`src/hw/rtl/scap_ram.sv`:
```
// generic single-port ram with registered read
// no dependencies
`timescale 1ns / 1ps
module scap_ram #(
  parameter int WIDTH = 8,
  parameter int DEPTH = 256
) (
  input  logic                     clk,
  input  logic                     we,
  input  logic [$clog2(DEPTH)-1:0] addr,
  input  logic [WIDTH-1:0]         wdata,
  output logic [WIDTH-1:0]         rdata
);
  logic [WIDTH-1:0] mem [0:DEPTH-1];
  always_ff @(posedge clk) begin
    if (we) mem[addr] <= wdata;
    rdata <= mem[addr];
  end
endmodule

```
`config.mk`:
```
export PLATFORM = sky130hd
export DESIGN_NAME = scap_ram
export DESIGN_NICKNAME = d
export VERILOG_FILES = /design/src/hw/rtl/scap_ram.sv
export SDC_FILE = /design/constraint.sdc
export NUM_CORES = 2
export LEC_CHECK = 0
export BUFFER_PORTS_ARGS = -buffer_cell sky130_fd_sc_hd__buf_2
export CAP_MARGIN = 5
export CORE_MARGIN = 2
export CORE_UTILIZATION = 45
export CTS_CLUSTER_DIAMETER = 50
export CTS_CLUSTER_SIZE = 40
export DETAILED_ROUTE_END_ITERATION = 10
export GPL_TIMING_DRIVEN = 0
export PLACE_DENSITY = 0.7
export SKIP_LAST_GASP = 1
export SLEW_MARGIN = 20
export SYNTH_ARGS = -nofsm -noshare
export SYNTH_HDL_FRONTEND = slang
export SYNTH_SLANG_ARGS = --single-unit
```
`constraint.sdc`:
```
create_clock -name clk -period 3.2 [get_ports clk]
set_input_delay 0.64 -clock clk [delete_from_list [all_inputs] [get_ports clk]]
set_output_delay 0.64 -clock clk [all_outputs]
set_load 0.1 [all_outputs]
```
==> flow_summary.json <==
{
  "clk_pin_slew_ps": 80,
  "grt_setup_unrepaired": "true",
  "critPathMaxStageDelay_ps": 700,
  "synth.lib_cells_used.distinct": 22,
  "crit_type": "in2reg",
  "yosysSeqAreaShare_pct": 78.55,
  "layout_common_cells": "2048 x edfxtp_1, 512 x mux4_2, 251 x a22oi_1",
  "layout.filler_cells": 13181,
  "routed-via-count": 39094,
  "overall_die_area_um2": 177800,
  "max_cap_viol_count": 0,
  "peakVddDrop_mv": 0.5785,
  "clock_latency_ps": 810,
  "tritoncts.num_buffers": 153,
  "worst-endpoint-required_ps": 3730,
  "synth_nets": 3565,
  "post_synth_instance_area_um2": 78490,
  "portBuffers": 21,
  "clock_tree.buffer_depth": 3,
  "cpMaxStageDelayCell": "clkbuf_1",
  "synth_xor_area_share_pct": 0,
  "worst-r2r-setup-slack_ps": 180,
  "timing.final.max_slew_violations": 0,
  "hold-path-endpoint": "mem[218][0]",
  "worstRegToRegCells": 5,
  "layout.nets": 3770,
  "wire_length_of_the_first_global_routing_pass_um": 284100,
  "setup_buffers_after_cts": 0,
  "rows": 153,
  "timing.max_slew.rel_slack_pct": 21.19,
  "worst-path-buf-inv": 3,
  "fmax_mhz": 296.0,
  "netlist.area_leader.share_pct": 78.35,
  "hpwlAfterDp_um": 135000,
  "yosys-top-cells-area": "edfxtp_1 78%, mux4_2 15%, a22oi_1 2.4%",
  "synth_area_in_compound_gates_pct": 3.622,
  "failing_checks": "setup timing",
  "io_pins": 26,
  "tritoncts": "done",
  "yosys.area_share.adder_pct": 0,
  "post_synth.cell_area_avg_um2": 22.13,
  "synthesis.yosys.warnings": 0,
  "layout_worst_path_cycle_share_pct": 105.6,
  "drc_errors": 0,
  "synth.area.mux_share_pct": 14.69,
  "routedWlPerCell_um": 32.67,
  "finalWeightedCongestion": 0.9856,
  "hold_class": "in2reg",
  "die-height_um": 421.6,
  "count_of_mapped_cells_out_of_synthesis": 3547,
  "antenna_found_initial": 7,
  "yosys.area_share.simple_pct": 1.733,
  "final_util_pct": 51.40,
  "crit_fanout": 10,
  "worstHoldStart": "wdata[0]",
  "rr_startpoint": "mem[232][2]",
  "leakage_nw": 26.68,
  "setup_viol": 102,
  "post-route-min-period_ps": 3378,
  "setup.worst_path.start_class": "input pin",
  "viasPerCell": 6.297,
  "coreArea_um2": 173600,
  "worstHoldPathCells": 1,
  "rr_endpoint": "rdata[2]",
  "hold_viol_final": 0,
  "die_width_um": 421.6,
  "power.density_nw_per_um2": 603.4,
  "detail_route.first_pass.iterations": 6,
  "syn2layout_area_growth_pct": 13.70,
  "final_layout_size_suffix_gt1_share_pct": 30.53,
  "final.setup_skew_ps": 36.63,
  "initial_utilization_pct": 45.21,
  "final_critical_path_setup_slack_ps": -177.9,
  "setup_total_negative_slack_ps": -3461,
  "worstSetupEndpointType": "register",
  "vias_in_the_first_global_route": 38084,
  "holdBufCountCts": 0,
  "wl_um": 202800,
  "cts_root_buf": "clkbuf_16",
  "netlist.top_cell.by_area": "edfxtp_1",
  "critical_path.top_delay_family": "buffers and inverters",
  "worst-endpoint-arrival_ps": 3910,
  "ant_nets": 0,
  "grt_usage_pct": 22.52,
  "status": "complete, but fails checks",
  "tightestPinTransition_ps": 1178,
  "cts.sinks": 2056,
  "yosys_register_bits": 2056,
  "globalRouteOverflowTotal": 0,
  "synth_top_family_by_area": "multiplexers",
  "cells_along_the_critical_path": "buf_2, clkbuf_4, clkbuf_1, mux4_2, a22oi_1, a21oi_1, o41ai_2, nand4_1",
  "cts.htree.levels": 4,
  "grt_max_degree": 129,
  "drt_iter0_drc": 5712,
  "mostFrequentLayoutCell": "edfxtp_1"
}
==> layout make-up <==
| cell class | instances | area [um^2] | area share (%) |
|---|---|---|---|
| diodes | 2 | 5.005 | 0.005608 |
| plain buffers | 231 | 1294 | 1.450 |
| flip-flops and latches | 2056 | 61660 | 69.09 |
| well taps | 2325 | 2909 | 3.260 |
| clock inverters | 119 | 1598 | 1.790 |
| inverters | 1 | 3.754 | 0.004206 |
| repair buffers | 51 | 975.9 | 1.094 |
| multi-input cells | 1258 | 16840 | 18.87 |
| clock buffers | 165 | 3958 | 4.435 |
==> worst max-delay path by stage <==
stage               startpoint           to  cells past startpoint
global route           addr[0]  mem[223][0]                     10
finish                 addr[1]     rdata[2]                      8
CTS                    addr[3]  mem[237][3]                      9
detailed placement     addr[1]     rdata[2]                      8
global placement       addr[3]  mem[128][4]                      7
floorplan              addr[1]  mem[111][0]                      9
==> logic make-up (layout without fill, tap and decap cells) <==
logic type,Yosys count,after routing
flip-flops,2056,2056
AND/OR/NAND/NOR,330,330
buffers and inverters,233,567
other,0,2
AO/OA/AOI/OAI,416,416
multiplexers,512,512
==> worst register-to-register path, delay by kind of cell (launching register included) <==
kind,cells,cell delay (ps)
AND/OR/NAND/NOR,1,480
AO/OA/AOI/OAI,3,1390
flip-flops,1,380
multiplexers,1,480
==> Yosys cell counts <==
library cell / instances
edfxtp_1: 2048
nand2b_1: 6
nand4_1: 8
nand3_1: 13
buf_2: 36
dfxtp_1: 8
mux4_2: 512
clkbuf_1: 145
buf_4: 16
o41ai_1: 32
or3_1: 1
a21oi_1: 128
nand2_1: 28
inv_1: 1
or2_2: 2
buf_1: 19
nor2_1: 232
buf_6: 16
and2_1: 3
nor3_1: 30
a22oi_1: 256
nor2b_1: 7
==> registers in the layout, summed over array words and instances, names as in the netlist <==
register,cells
rdata,8
mem,2048
==> report_power, final <==
| part | switching (mW) | internal (mW) |
|---|---|---|
| clock | 10.4 | 10.9 |
| combinational | 2.01 | 0.934 |
| sequential | 0.0168 | 29.6 |
| total | 12.4 | 41.5 |
==> per-stage QoR <==
step	hold slack (ps)	area, um^2	worst slack [ps]	power [mW]	instances
finish	77.09	89240	-177.9	53.85	6208
global route	44.37	89240	-65.64	55.04	6208
CTS	34.96	88960	-189.2	53.90	6206
detailed placement	889.9	82570	-2411	33.08	5923
global placement	1197	81510	-2767	33.03	5893
floorplan	738.9	78490	341.3	31.71	3547
==> metal layers <==
layer  routed length [um]  global-route usage, %  vias to the layer above
li1                     -                      -                    15511
met1                75600                  30.85                    20736
met2                96800                  35.32                     2447
met3                21710                  5.182                      400
met4                 8732                  8.871                        0
met5                    0                      0                        -
==> what timing repair did <==
item                        CTS  global route
gates cloned                  0             0
pin swaps                    12             6
setup endpoints to repair  1792           606
gates resized for setup     268            88
No activity file was read; power rests on OpenSTA's default activity.
