### src/hw/rtl/scap_pkg.sv
// package for the six-channel adpcm sample player
// constants, opcodes, step table and shared types; no dependencies
`timescale 1ns / 1ps
package scap_pkg;
  localparam int NUM_CH = 6;
  localparam int ROM_DEPTH_DEF = 65536;
  localparam int POS_W = 24;
  localparam int SIG_W = 12;
  localparam int STEP_W = 6;
  localparam int MIX_W = 18;
  localparam int STEP_MAX = 48;

  localparam logic [1:0] OP_REG  = 2'd0;
  localparam logic [1:0] OP_LOAD = 2'd1;
  localparam logic [1:0] OP_TICK = 2'd2;
  localparam logic [1:0] OP_NOP  = 2'd3;

  localparam logic [5:0] RA_KEY   = 6'h00;
  localparam logic [5:0] RA_TL    = 6'h01;
  localparam logic [5:0] RA_PAN   = 6'h08;
  localparam logic [5:0] RA_STH   = 6'h10;
  localparam logic [5:0] RA_STL   = 6'h18;
  localparam logic [5:0] RA_ENH   = 6'h20;
  localparam logic [5:0] RA_ENL   = 6'h28;

  typedef struct packed {
    logic [1:0] opcode;
    logic [5:0] reg_address;
    logic [7:0] write_data;
    logic [15:0] rom_address;
  } in_item_t;

  typedef struct packed {
    logic signed [MIX_W-1:0] mix_out;
    logic [NUM_CH-1:0] end_flags;
  } out_item_t;

  function automatic logic [10:0] step_size(input logic [STEP_W-1:0] i);
    logic [10:0] t [0:48];
    t = '{11'd16, 11'd17, 11'd19, 11'd21, 11'd23, 11'd25, 11'd28, 11'd31, 11'd34,
          11'd37, 11'd41, 11'd45, 11'd50, 11'd55, 11'd60, 11'd66, 11'd73, 11'd80,
          11'd88, 11'd97, 11'd107, 11'd118, 11'd130, 11'd143, 11'd157, 11'd173,
          11'd190, 11'd209, 11'd230, 11'd253, 11'd279, 11'd307, 11'd337, 11'd371,
          11'd408, 11'd449, 11'd494, 11'd544, 11'd598, 11'd658, 11'd724, 11'd796,
          11'd876, 11'd963, 11'd1060, 11'd1166, 11'd1282, 11'd1411, 11'd1552};
    if (i > 6'(STEP_MAX)) return t[STEP_MAX];
    return t[i];
  endfunction

  function automatic logic signed [4:0] step_adj(input logic [2:0] n);
    case (n)
      3'd4: return 5'sd2;
      3'd5: return 5'sd4;
      3'd6: return 5'sd6;
      3'd7: return 5'sd8;
      default: return -5'sd1;
    endcase
  endfunction
endpackage

### src/hw/rtl/scap_decode.sv
// adpcm nibble decode step: signal and step index update, both clamped
// depends on scap_pkg
`timescale 1ns / 1ps
module scap_decode import scap_pkg::*; (
  input  logic [3:0]               nib,
  input  logic signed [SIG_W-1:0]  sig_in,
  input  logic [STEP_W-1:0]        step_in,
  output logic signed [SIG_W-1:0]  sig_out,
  output logic [STEP_W-1:0]        step_out
);
  logic [10:0] sv;
  logic [12:0] d;
  logic signed [13:0] s;
  logic signed [7:0] st;
  always_comb begin
    sv = step_size(step_in);
    d = 13'(sv >> 3);
    if (nib[2]) d = d + 13'(sv);
    if (nib[1]) d = d + 13'(sv >> 1);
    if (nib[0]) d = d + 13'(sv >> 2);
    s = 14'(sig_in) + (nib[3] ? -$signed({1'b0, d}) : $signed({1'b0, d}));
    if (s > 14'sd2047) sig_out = 12'sd2047;
    else if (s < -14'sd2048) sig_out = -12'sd2048;
    else sig_out = s[SIG_W-1:0];
    st = $signed({2'b00, step_in}) + 8'(step_adj(nib[2:0]));
    if (st > 8'sd48) step_out = 6'(STEP_MAX);
    else if (st < 8'sd0) step_out = '0;
    else step_out = st[STEP_W-1:0];
  end
endmodule
### config.mk
export PLATFORM = sky130hd
export DESIGN_NAME = scap_decode
export DESIGN_NICKNAME = d
export VERILOG_FILES = /design/src/hw/rtl/scap_pkg.sv /design/src/hw/rtl/scap_decode.sv
export SDC_FILE = /design/constraint.sdc
export NUM_CORES = 1
export LEC_CHECK = 0
export BUFFER_PORTS_ARGS = -buffer_cell sky130_fd_sc_hd__buf_2
export CELL_PAD_IN_SITES_DETAIL_PLACEMENT = 0
export CELL_PAD_IN_SITES_GLOBAL_PLACEMENT = 1
export CORE_MARGIN = 4
export CORE_UTILIZATION = 25
export DETAILED_ROUTE_END_ITERATION = 6
export PLACE_DENSITY_LB_ADDON = 0.1
export RECOVER_POWER = 50
export SYNTH_ARGS = -nofsm -noshare
export SYNTH_HDL_FRONTEND = slang
export SYNTH_SLANG_ARGS = --single-unit
### constraint.sdc
create_clock -name vclk -period 13.05
set_clock_uncertainty 0.2 [all_clocks]
set_input_delay 2.61 -clock vclk [all_inputs]
set_output_delay 2.61 -clock vclk [all_outputs]
set_load 0.02 [all_outputs]
==> flow_summary_export.csv, run 1 <==
group,metric,value,unit
global_route,grt_pass1_vias,5594,
status,status,"complete, but fails checks",
setup_path,required,10.24,ns
floorplan,rows,48,
detailed_routing,drt_iter0_drc,249,
yosys,synthTopCellsByArea,"ha_1, xnor2_1, nand2_1, a21oi_1, nor2_1",
power_and_ir_drop,combPwrFrac,100.0,%
sta,max_freq,75.8,MHz
sta,fin_tns_setup,-1.14,ns
floorplan,core,17200,um^2
placed_design,placed_area,6290,um^2
floorplan,io_pins,40,
power_and_ir_drop,vdd_drop_max,0.0906,mV
cells_and_area,mostFrequentLayoutCell,"buf_4",
sta,finalCriticalPeriod,13.19,ns
power_and_ir_drop,p_clk_share,0,%
setup_path,cp-end-kind,"primary output",
placed_design,numPlacedInstances,1024,
cells_and_area,nets,903,
detailed_routing,ant_nets,0,
placed_design,place_hpwl,13.6,mm
yosys,syn_nets,685,
cells_and_area,drive_gt1_share,46.1,%
cells_and_area,clkbuf_count,0,
yosys,ys_types,97,
power_and_ir_drop,p_leak,3.15,nW
setup_path,critPathKind,"in -> out",
sta,finalHoldViolations,0,
worst_hold_path,hp-class,"in -> out",
power_and_ir_drop,cell_internal_pwr,0.000497,W
detailed_routing,vias,5378,
sta,finalSetupViolCount,10,
yosys,netlist.area_leader.share,13.5,%
cells_and_area,register_area,0,um^2
setup_path,crit_slowest_cell,"mux4_2",
sta,rsz0062_at_grt,"true",
global_route,overflow,0,
sta,tightest_slew,0.643,ns
status,violations,"negative setup slack",
cells_and_area,fin_cells,1054,
flow_run,maxCapViolations,0,
sta,period_share,101,%
sta,timing.final.ws_setup,-0.141,ns
setup_path,crit_arrival,10.38,ns
cells_and_area,postLayoutCellArea,7030,um^2
yosys,synthXorXnorAreaFrac,9.81,%
placed_design,place.gp.congestion,0.818,
power_and_ir_drop,p_per_area,134,nW/um^2
yosys,synthSimpleGateAreaFrac,25.5,%
power_and_ir_drop,seq_power_share,0,%
cells_and_area,synthToLayoutAreaGrowth,61.2,%
setup_path,cp_common_cell,"xnor2_1",
sta,maxSlewViolCount,0,
floorplan,die_h,140,um
floorplan,die_w,140,um
floorplan,die_area,19600,um^2
global_route,antenna_found_initial,0,
yosys,synth-compound-area-share,35.5,%
power_and_ir_drop,p_sw_share,47.5,%
power_and_ir_drop,power_switching,0.000449,W
detailed_routing,wl_per_cell,15.7,um
yosys,synthAdderAreaFrac,15.8,%
yosys,yosys_warnings,0,
cells_and_area,antenna_cells,0,
setup_path,crit_fanout,5,
detailed_routing,viasPerCell,5.10,
setup_path,max_stage_delay,0.49,ns
cells_and_area,n_fill_cell,1813,
setup_path,cp-start-kind,"primary input",
detailed_routing,first_pass_iters,4,
global_route,grt_first_pass_wirelength,27.5,mm
cells_and_area,mostFrequentLayoutCells,"buf_4, nand2_1, nor2_1, ha_1",
sta,hold_ws,5.48,ns
detailed_routing,drc,0,
clocking,postCtsHoldBufs,0,
yosys,netlist_area,4360,um^2
sta,slew_headroom,56.7,%
yosys,synthMuxAreaShare,5.45,%
yosys,synth_top_family_by_area,"compound AO/OA/AOI/OAI gates",
global_route,grt_max_degree,29,
cells_and_area,design.seq.count,0,
global_route,grt_usage,16.4,%
floorplan,start_util,25.4,%
yosys,synth_cells,613,
cells_and_area,multi_input_area,4670,um^2
detailed_routing,drt_wl_total,16.6,mm
yosys,synth_top_area_cell,"ha_1",
placed_design,numPortBuffers,40,
yosys,synth_seq_area_share,0,%
yosys,syn_avg_cell_area,7.12,um^2
==> worst max-delay path: cells and delay by family <==
kind                       cells  cell delay, ns
AOI/OAI and AO/OA             13            2.19
xor gates and xnor gates       5            0.68
adders and majority gates      5            1.41
buffers and inverters          8            0.92
muxes                          2            0.76
and+or+nand+nor               11            1.79
==> power by group through the flow <==
stage	Combinational [W]	Clock (W)	Sequential (W)
after floorplan	0.000508	0	0
after global placement	0.000784	0	0
after detailed placement	0.000793	0	0
after CTS	0.000916	0	0
after global routing	0.00103	0	0
final	0.000946	0	0
==> worst paths after layout <==
path                    from    endpoint  depth (start not counted)
hold / removal     sig_in[0]  sig_out[0]                          4
setup / recovery  step_in[1]  sig_out[0]                         44
==> through the flow <==
step / utilization, % / total power [W] / setup WS (ns)
2_1_floorplan: - / 0.000508 / 0.00727
3_3_place_gp: 36.6 / 0.000784 / -0.492
3_5_place_dp: 36.6 / 0.000793 / -0.535
4_1_cts: 39.8 / 0.000916 / -0.158
5_1_grt: 41.0 / 0.00103 / -0.604
6_report: 41.0 / 0.000946 / -0.141
==> logic make-up after synthesis <==
| family | after synthesis |
|---|---|
| AND/OR/NAND/NOR | 215 |
| adder cells (fa/ha/maj) | 54 |
| buffers and inverters | 77 |
| XOR/XNOR | 48 |
| multiplexers | 20 |
| AO/OA/AOI/OAI | 199 |
==> Yosys cell counts (all sizes together) (5+ instances only) <==
master,number
buf,18
or3,7
a22o,10
o21ai,29
a211oi,14
a21o,9
mux2i,11
a21boi,5
xor2,9
ha,47
o31ai,9
nand2b,8
a32oi,5
o2111ai,5
a31oi,6
nor2,51
a2111oi,6
mux2,7
o22ai,9
a21oi,39
inv,41
clkbuf,16
o21a,7
and2,10
and3,6
nand3,15
nor2b,15
nor3,17
o211ai,5
nand2,58
xnor2,39
==> repair_timing <==
item,in CTS,in global routing
gates resized for setup,82,39
endpoints found under the setup margin,12,12
cloned,1,0
pin swaps,49,29
setup buffers,23,8
==> routing by layer <==
layer | GRT usage (%) | wire length, um | vias up
met5 | 0 | 0 | -
met4 | 2.55 | 296 | 0
met2 | 30.5 | 8270 | 72
met1 | 21.3 | 7640 | 2576
met3 | 0.922 | 374 | 21
li1 | - | - | 2709
==> cell type report <==
| cell class | instances | share of cell area [%] |
|---|---|---|
| inverter | 43 | 2.42 |
| multi-input combinational | 536 | 66.4 |
| tap | 225 | 4.00 |
| timing repair buffer | 250 | 27.2 |
(Power assumes the default switching activity.)
==> run 2, diff against run 1 <==
--- a/config.mk
+++ b/config.mk
@@ -11,7 +11,8 @@
 export CORE_MARGIN = 4
 export CORE_UTILIZATION = 25
 export DETAILED_ROUTE_END_ITERATION = 6
-export PLACE_DENSITY_LB_ADDON = 0.1
+export GPL_ROUTABILITY_DRIVEN = 0
+export PLACE_DENSITY = 0.51
 export RECOVER_POWER = 50
 export SYNTH_ARGS = -nofsm -noshare
 export SYNTH_HDL_FRONTEND = slang
==> run 2 against run 1 <==
The flow still finishes with violations (negative setup slack). Die area did not move. Worst hold slack better by 0.0032 ns. Core utilization fell by 0.61 points. Worst setup slack lost 0.059 ns. Routed wire length is 1.3% lower. Sequential cell count unchanged. Clock-buffer cell count unchanged.
==> flow_summary_export.csv, run 2 (same netlist as run 1, synthesis figures left out) <==
group,metric,value,unit
global_route,antenna_found_initial,0,
worst_hold_path,hp-class,"in -> out",
placed_design,numPortBuffers,40,
worst_hold_path,hp-start,"sig_in[0]",
floorplan,start_util,25.4,%
global_route,grt_first_pass_wirelength,26.3,mm
power_and_ir_drop,power_switching,0.000449,W
power_and_ir_drop,cell_internal_pwr,0.000496,W
power_and_ir_drop,seq_power_share,0,%
power_and_ir_drop,p_per_area,136,nW/um^2
global_route,overflow,0,
sta,slew_headroom,34.8,%
cells_and_area,postLayoutCellArea,6930,um^2
cells_and_area,antenna_cells,0,
setup_path,crit_buf_inv,7,
detailed_routing,wl_per_cell,15.8,um
cells_and_area,register_area,0,um^2
sta,timing.final.ws_setup,-0.200,ns
setup_path,critPathKind,"in -> out",
setup_path,required,10.24,ns
setup_path,crit_arrival,10.44,ns
worst_hold_path,holdPathStages,4,
detailed_routing,viasPerCell,5.13,
power_and_ir_drop,combPwrFrac,100.0,%
detailed_routing,first_pass_iters,4,
floorplan,die_area,19600,um^2
cells_and_area,nets,882,
power_and_ir_drop,p_leak,3.08,nW
flow_run,maxCapViolations,0,
power_and_ir_drop,p_sw_share,47.5,%
detailed_routing,drt_iter0_drc,255,
floorplan,io_pins,40,
sta,hold_ws,5.48,ns
sta,finalSetupViolCount,10,
sta,tightest_slew,0.968,ns
cells_and_area,drive_gt1_share,45.2,%
cells_and_area,synthToLayoutAreaGrowth,58.8,%
setup_path,cp-end-kind,"primary output",
global_route,grt_pass1_vias,5264,
setup_path,crit_slowest_cell,"mux4_2",
setup_path,max_stage_delay,0.47,ns
floorplan,die_h,140,um
sta,period_share,102,%
sta,finalHoldViolations,0,
worst_hold_path,min_to,"sig_out[0]",
placed_design,placed_area,6210,um^2
cells_and_area,mostFrequentLayoutCells,"buf_4, nand2_1, nor2_1, inv_1, ha_1",
setup_path,crit_family,"compound AO/OA/AOI/OAI gates",
sta,rsz0062_at_grt,"true",
status,status,"complete, but fails checks",
detailed_routing,drt_wl_total,16.4,mm
floorplan,rows,48,
detailed_routing,drc,0,
placed_design,place_hpwl,13.0,mm
floorplan,core,17200,um^2
global_route,grt_max_degree,29,
global_route,grt_usage,15.6,%
detailed_routing,ant_nets,0,
cells_and_area,mostFrequentLayoutCell,"buf_4",
sta,max_freq,75.5,MHz
cells_and_area,clkbuf_count,0,
setup_path,crit_fanout,5,
power_and_ir_drop,p_clk_share,0,%
status,violations,"negative setup slack",
cells_and_area,design.seq.count,0,
sta,finalCriticalPeriod,13.25,ns
floorplan,die_w,140,um
detailed_routing,vias,5296,
setup_path,cp-start-kind,"primary input",
power_and_ir_drop,vdd_drop_max,0.104,mV
sta,maxSlewViolCount,0,
-- run 2: changes by cell type in the layout (fill, tap and decap cells not counted), sizes merged --
cell / delta
clkbuf: +2
buf: -23
-- run 2: what timing repair did --
item,4_1_cts,5_1_grt
setup buffers,14,6
pin swaps,55,26
cloned,1,0
hold buffers,0,0
setup endpoints to repair,12,12
resized for setup,83,36
-- run 2: layout make-up --
type                            instances  area, um^2
Inverter                               43         170
Timing Repair Buffer                  229        1780
Tap cell                              225         282
Fill cell                            1795       10200
Multi-Input combinational cell        536        4700
-- run 2: layer usage --
metal	vias up	part of all wire (%)	track usage, %
li1	2674	-	-
met1	2550	46	20.8
met2	68	52	29.5
met3	4	2.1	0.171
met4	0	0.28	0.612
met5	-	0	0
-- run 2: worst max-delay path by stage --
stage                  to  cells past startpoint  startpoint
3_5_place_dp   sig_out[5]                     41  step_in[1]
6_report       sig_out[8]                     41  step_in[1]
2_1_floorplan  sig_out[0]                     41  step_in[1]
5_1_grt        sig_out[8]                     43  step_in[1]
3_3_place_gp   sig_out[1]                     43  step_in[1]
4_1_cts        sig_out[8]                     41  step_in[1]
-- run 2: stage by stage --
step / setup TNS, ns / cells / setup WS (ns) / total power [W] / utilization (%)
after floorplan: 0 / 613 / 0.00727 / 0.000508 / -
after global placement: -5.35 / 1014 / -0.500 / 0.000780 / 36.2
after detailed placement: -6.28 / 1014 / -0.576 / 0.000790 / 36.2
after CTS: -0.852 / 1027 / -0.100 / 0.000906 / 39.1
after global routing: -5.27 / 1033 / -0.512 / 0.00102 / 40.3
final: -1.81 / 1033 / -0.200 / 0.000945 / 40.3
-- run 2: power groups by stage --
stage | Clock [W] | Combinational (W) | Sequential, W
6_report | 0 | 0.000945 | 0
3_5_place_dp | 0 | 0.000790 | 0
5_1_grt | 0 | 0.00102 | 0
3_3_place_gp | 0 | 0.000780 | 0
4_1_cts | 0 | 0.000906 | 0
2_1_floorplan | 0 | 0.000508 | 0
-- run 2: tightest hold or removal path, cell delays in order --
cell    delay (ns)
buf_2         0.08
ha_1          0.14
a22o_4        0.13
buf_6         0.10
==> run 3, diff against run 2 <==
--- a/config.mk
+++ b/config.mk
@@ -8,11 +8,12 @@
 export BUFFER_PORTS_ARGS = -buffer_cell sky130_fd_sc_hd__buf_2
 export CELL_PAD_IN_SITES_DETAIL_PLACEMENT = 0
 export CELL_PAD_IN_SITES_GLOBAL_PLACEMENT = 1
+export CORE_ASPECT_RATIO = 1.4
 export CORE_MARGIN = 4
 export CORE_UTILIZATION = 25
 export DETAILED_ROUTE_END_ITERATION = 6
 export GPL_ROUTABILITY_DRIVEN = 0
-export PLACE_DENSITY = 0.51
+export PLACE_DENSITY = 0.49
 export RECOVER_POWER = 50
 export SYNTH_ARGS = -nofsm -noshare
 export SYNTH_HDL_FRONTEND = slang
==> constraint.sdc (replaced) <==
create_clock -name vclk -period 17.1
set_clock_uncertainty 0.2 [all_clocks]
set_input_delay 3.42 -clock vclk [all_inputs]
set_output_delay 3.42 -clock vclk [all_outputs]
set_load 0.02 [all_outputs]
==> run 3 against run 2 <==
Critical path depth fell by 2. Combinational power decreased by 53%. Die area increased by 0.15%. Final cell count fell by 16%. Total power decreased by 53%. Via count shrank 14%. Largest power group unchanged. Worst hold slack better by 1.7 ns. Global-route usage decreased by 1.5 points. Clock-buffer cell count did not move. The flow now finishes without violations.
==> flow_summary_export.csv, run 3 (same netlist as run 1, synthesis figures left out) <==
group,metric,value,unit
placed_design,place_hpwl,11.9,mm
cells_and_area,drive_gt1_share,14.3,%
floorplan,rows,56,
cells_and_area,nets,705,
floorplan,start_util,25.7,%
worst_hold_path,hp-class,"in -> out",
floorplan,die_area,19700,um^2
sta,period_share,95.6,%
sta,fin_tns_setup,0,ns
power_and_ir_drop,power_switching,0.000263,W
sta,slew_headroom,29.6,%
power_and_ir_drop,p_sw_share,59.2,%
setup_path,cp-start-kind,"primary input",
setup_path,crit_slowest_cell,"mux4_2",
setup_path,required,13.48,ns
setup_path,cp_common_cell,"ha_1",
global_route,antenna_found_initial,0,
flow_run,maxCapViolations,0,
power_and_ir_drop,vdd_drop_max,0.106,mV
sta,max_freq,61.2,MHz
sta,finalHoldViolations,0,
setup_path,cp-end-kind,"primary output",
floorplan,core,17000,um^2
cells_and_area,mostFrequentLayoutCells,"nand2_1, nor2_1, ha_1, inv_1, xnor2_1",
cells_and_area,register_area,0,um^2
power_and_ir_drop,p_leak,1.98,nW
detailed_routing,first_pass_iters,4,
global_route,grt_usage,14.1,%
detailed_routing,ant_nets,0,
setup_path,critPathKind,"in -> out",
worst_hold_path,holdPathStages,4,
power_and_ir_drop,seq_power_share,0,%
global_route,overflow,0,
cells_and_area,antenna_cells,0,
global_route,grt_pass1_vias,4577,
floorplan,die_w,120,um
power_and_ir_drop,p_per_area,93.0,nW/um^2
sta,maxSlewViolCount,0,
clocking,post-cts-setup-buffers,0,
sta,tightest_slew,1.06,ns
power_and_ir_drop,cell_internal_pwr,0.000181,W
placed_design,post-place-ws,0.223,ns
sta,rsz0062_at_grt,"false",
cells_and_area,clkbuf_count,0,
detailed_routing,drt_iter0_drc,241,
cells_and_area,mostFrequentLayoutCell,"nand2_1",
sta,finalSetupViolCount,0,
setup_path,crit_arrival,12.72,ns
placed_design,numPortBuffers,40,
power_and_ir_drop,p_clk_share,0,%
detailed_routing,drt_wl_total,14.4,mm
sta,timing.final.ws_setup,0.756,ns
setup_path,crit_fanout,17,
global_route,grt_first_pass_wirelength,23.1,mm
sta,finalCriticalPeriod,16.34,ns
cells_and_area,design.seq.count,0,
global_route,grt_max_degree,36,
status,status,"complete, no violations",
cells_and_area,fin_util,28.1,%
setup_path,max_stage_delay,0.50,ns
floorplan,io_pins,40,
detailed_routing,drc,0,
power_and_ir_drop,combPwrFrac,100.0,%
sta,hold_ws,7.17,ns
detailed_routing,wl_per_cell,16.7,um
cells_and_area,synthToLayoutAreaGrowth,9.32,%
detailed_routing,vias,4533,
detailed_routing,viasPerCell,5.25,
floorplan,die_h,164,um
run 3: through the flow:
step / total power (W) / cells / cell area (um^2)
2_1_floorplan: 0.000342 / 613 / 4360
3_3_place_gp: 0.000440 / 863 / 4760
3_5_place_dp: 0.000442 / 863 / 4760
4_1_cts: 0.000446 / 863 / 4760
5_1_grt: 0.000494 / 863 / 4770
6_report: 0.000444 / 863 / 4770
run 3: area by class of cell:
type                            count  area, um^2
Fill cell                        1933       12200
Tap cell                          232         290
Inverter                           43         161
Timing Repair Buffer               52         284
Multi-Input combinational cell    536        4040
run 3: repair_timing:
action	4_1_cts	5_1_grt
gates resized for setup	0	5
endpoints found under the setup margin	0	11
hold buffers	0	0
run 3: path summary, 6_finish.rpt:
kind	startpoint	slack, ns	to
worst min-delay path	sig_in[0]	7.17	sig_out[0]
worst max-delay path	step_in[1]	0.76	sig_out[0]
run 3: routing by layer:
metal,GRT usage (%),routed length (um)
met1,15.5,5860
met5,0,0
met4,1.98,203
met3,0.276,198
met2,29.9,8140
run 3: power by group through the flow:
stage | logic [W] | clock network, W | registers [W]
after floorplan | 0.000342 | 0 | 0
after global placement | 0.000440 | 0 | 0
after detailed placement | 0.000442 | 0 | 0
after CTS | 0.000446 | 0 | 0
after global routing | 0.000494 | 0 | 0
final | 0.000444 | 0 | 0
run 3: worst max-delay path: cells and delay by family:
kind                       cells  cell delay (ns)
AOI/OAI and AO/OA             13             2.58
and+or+nand+nor                8             2.07
adders and majority gates      6             1.89
muxes                          4             1.38
buffers and inverters          5             0.94
xor gates and xnor gates       3             0.41
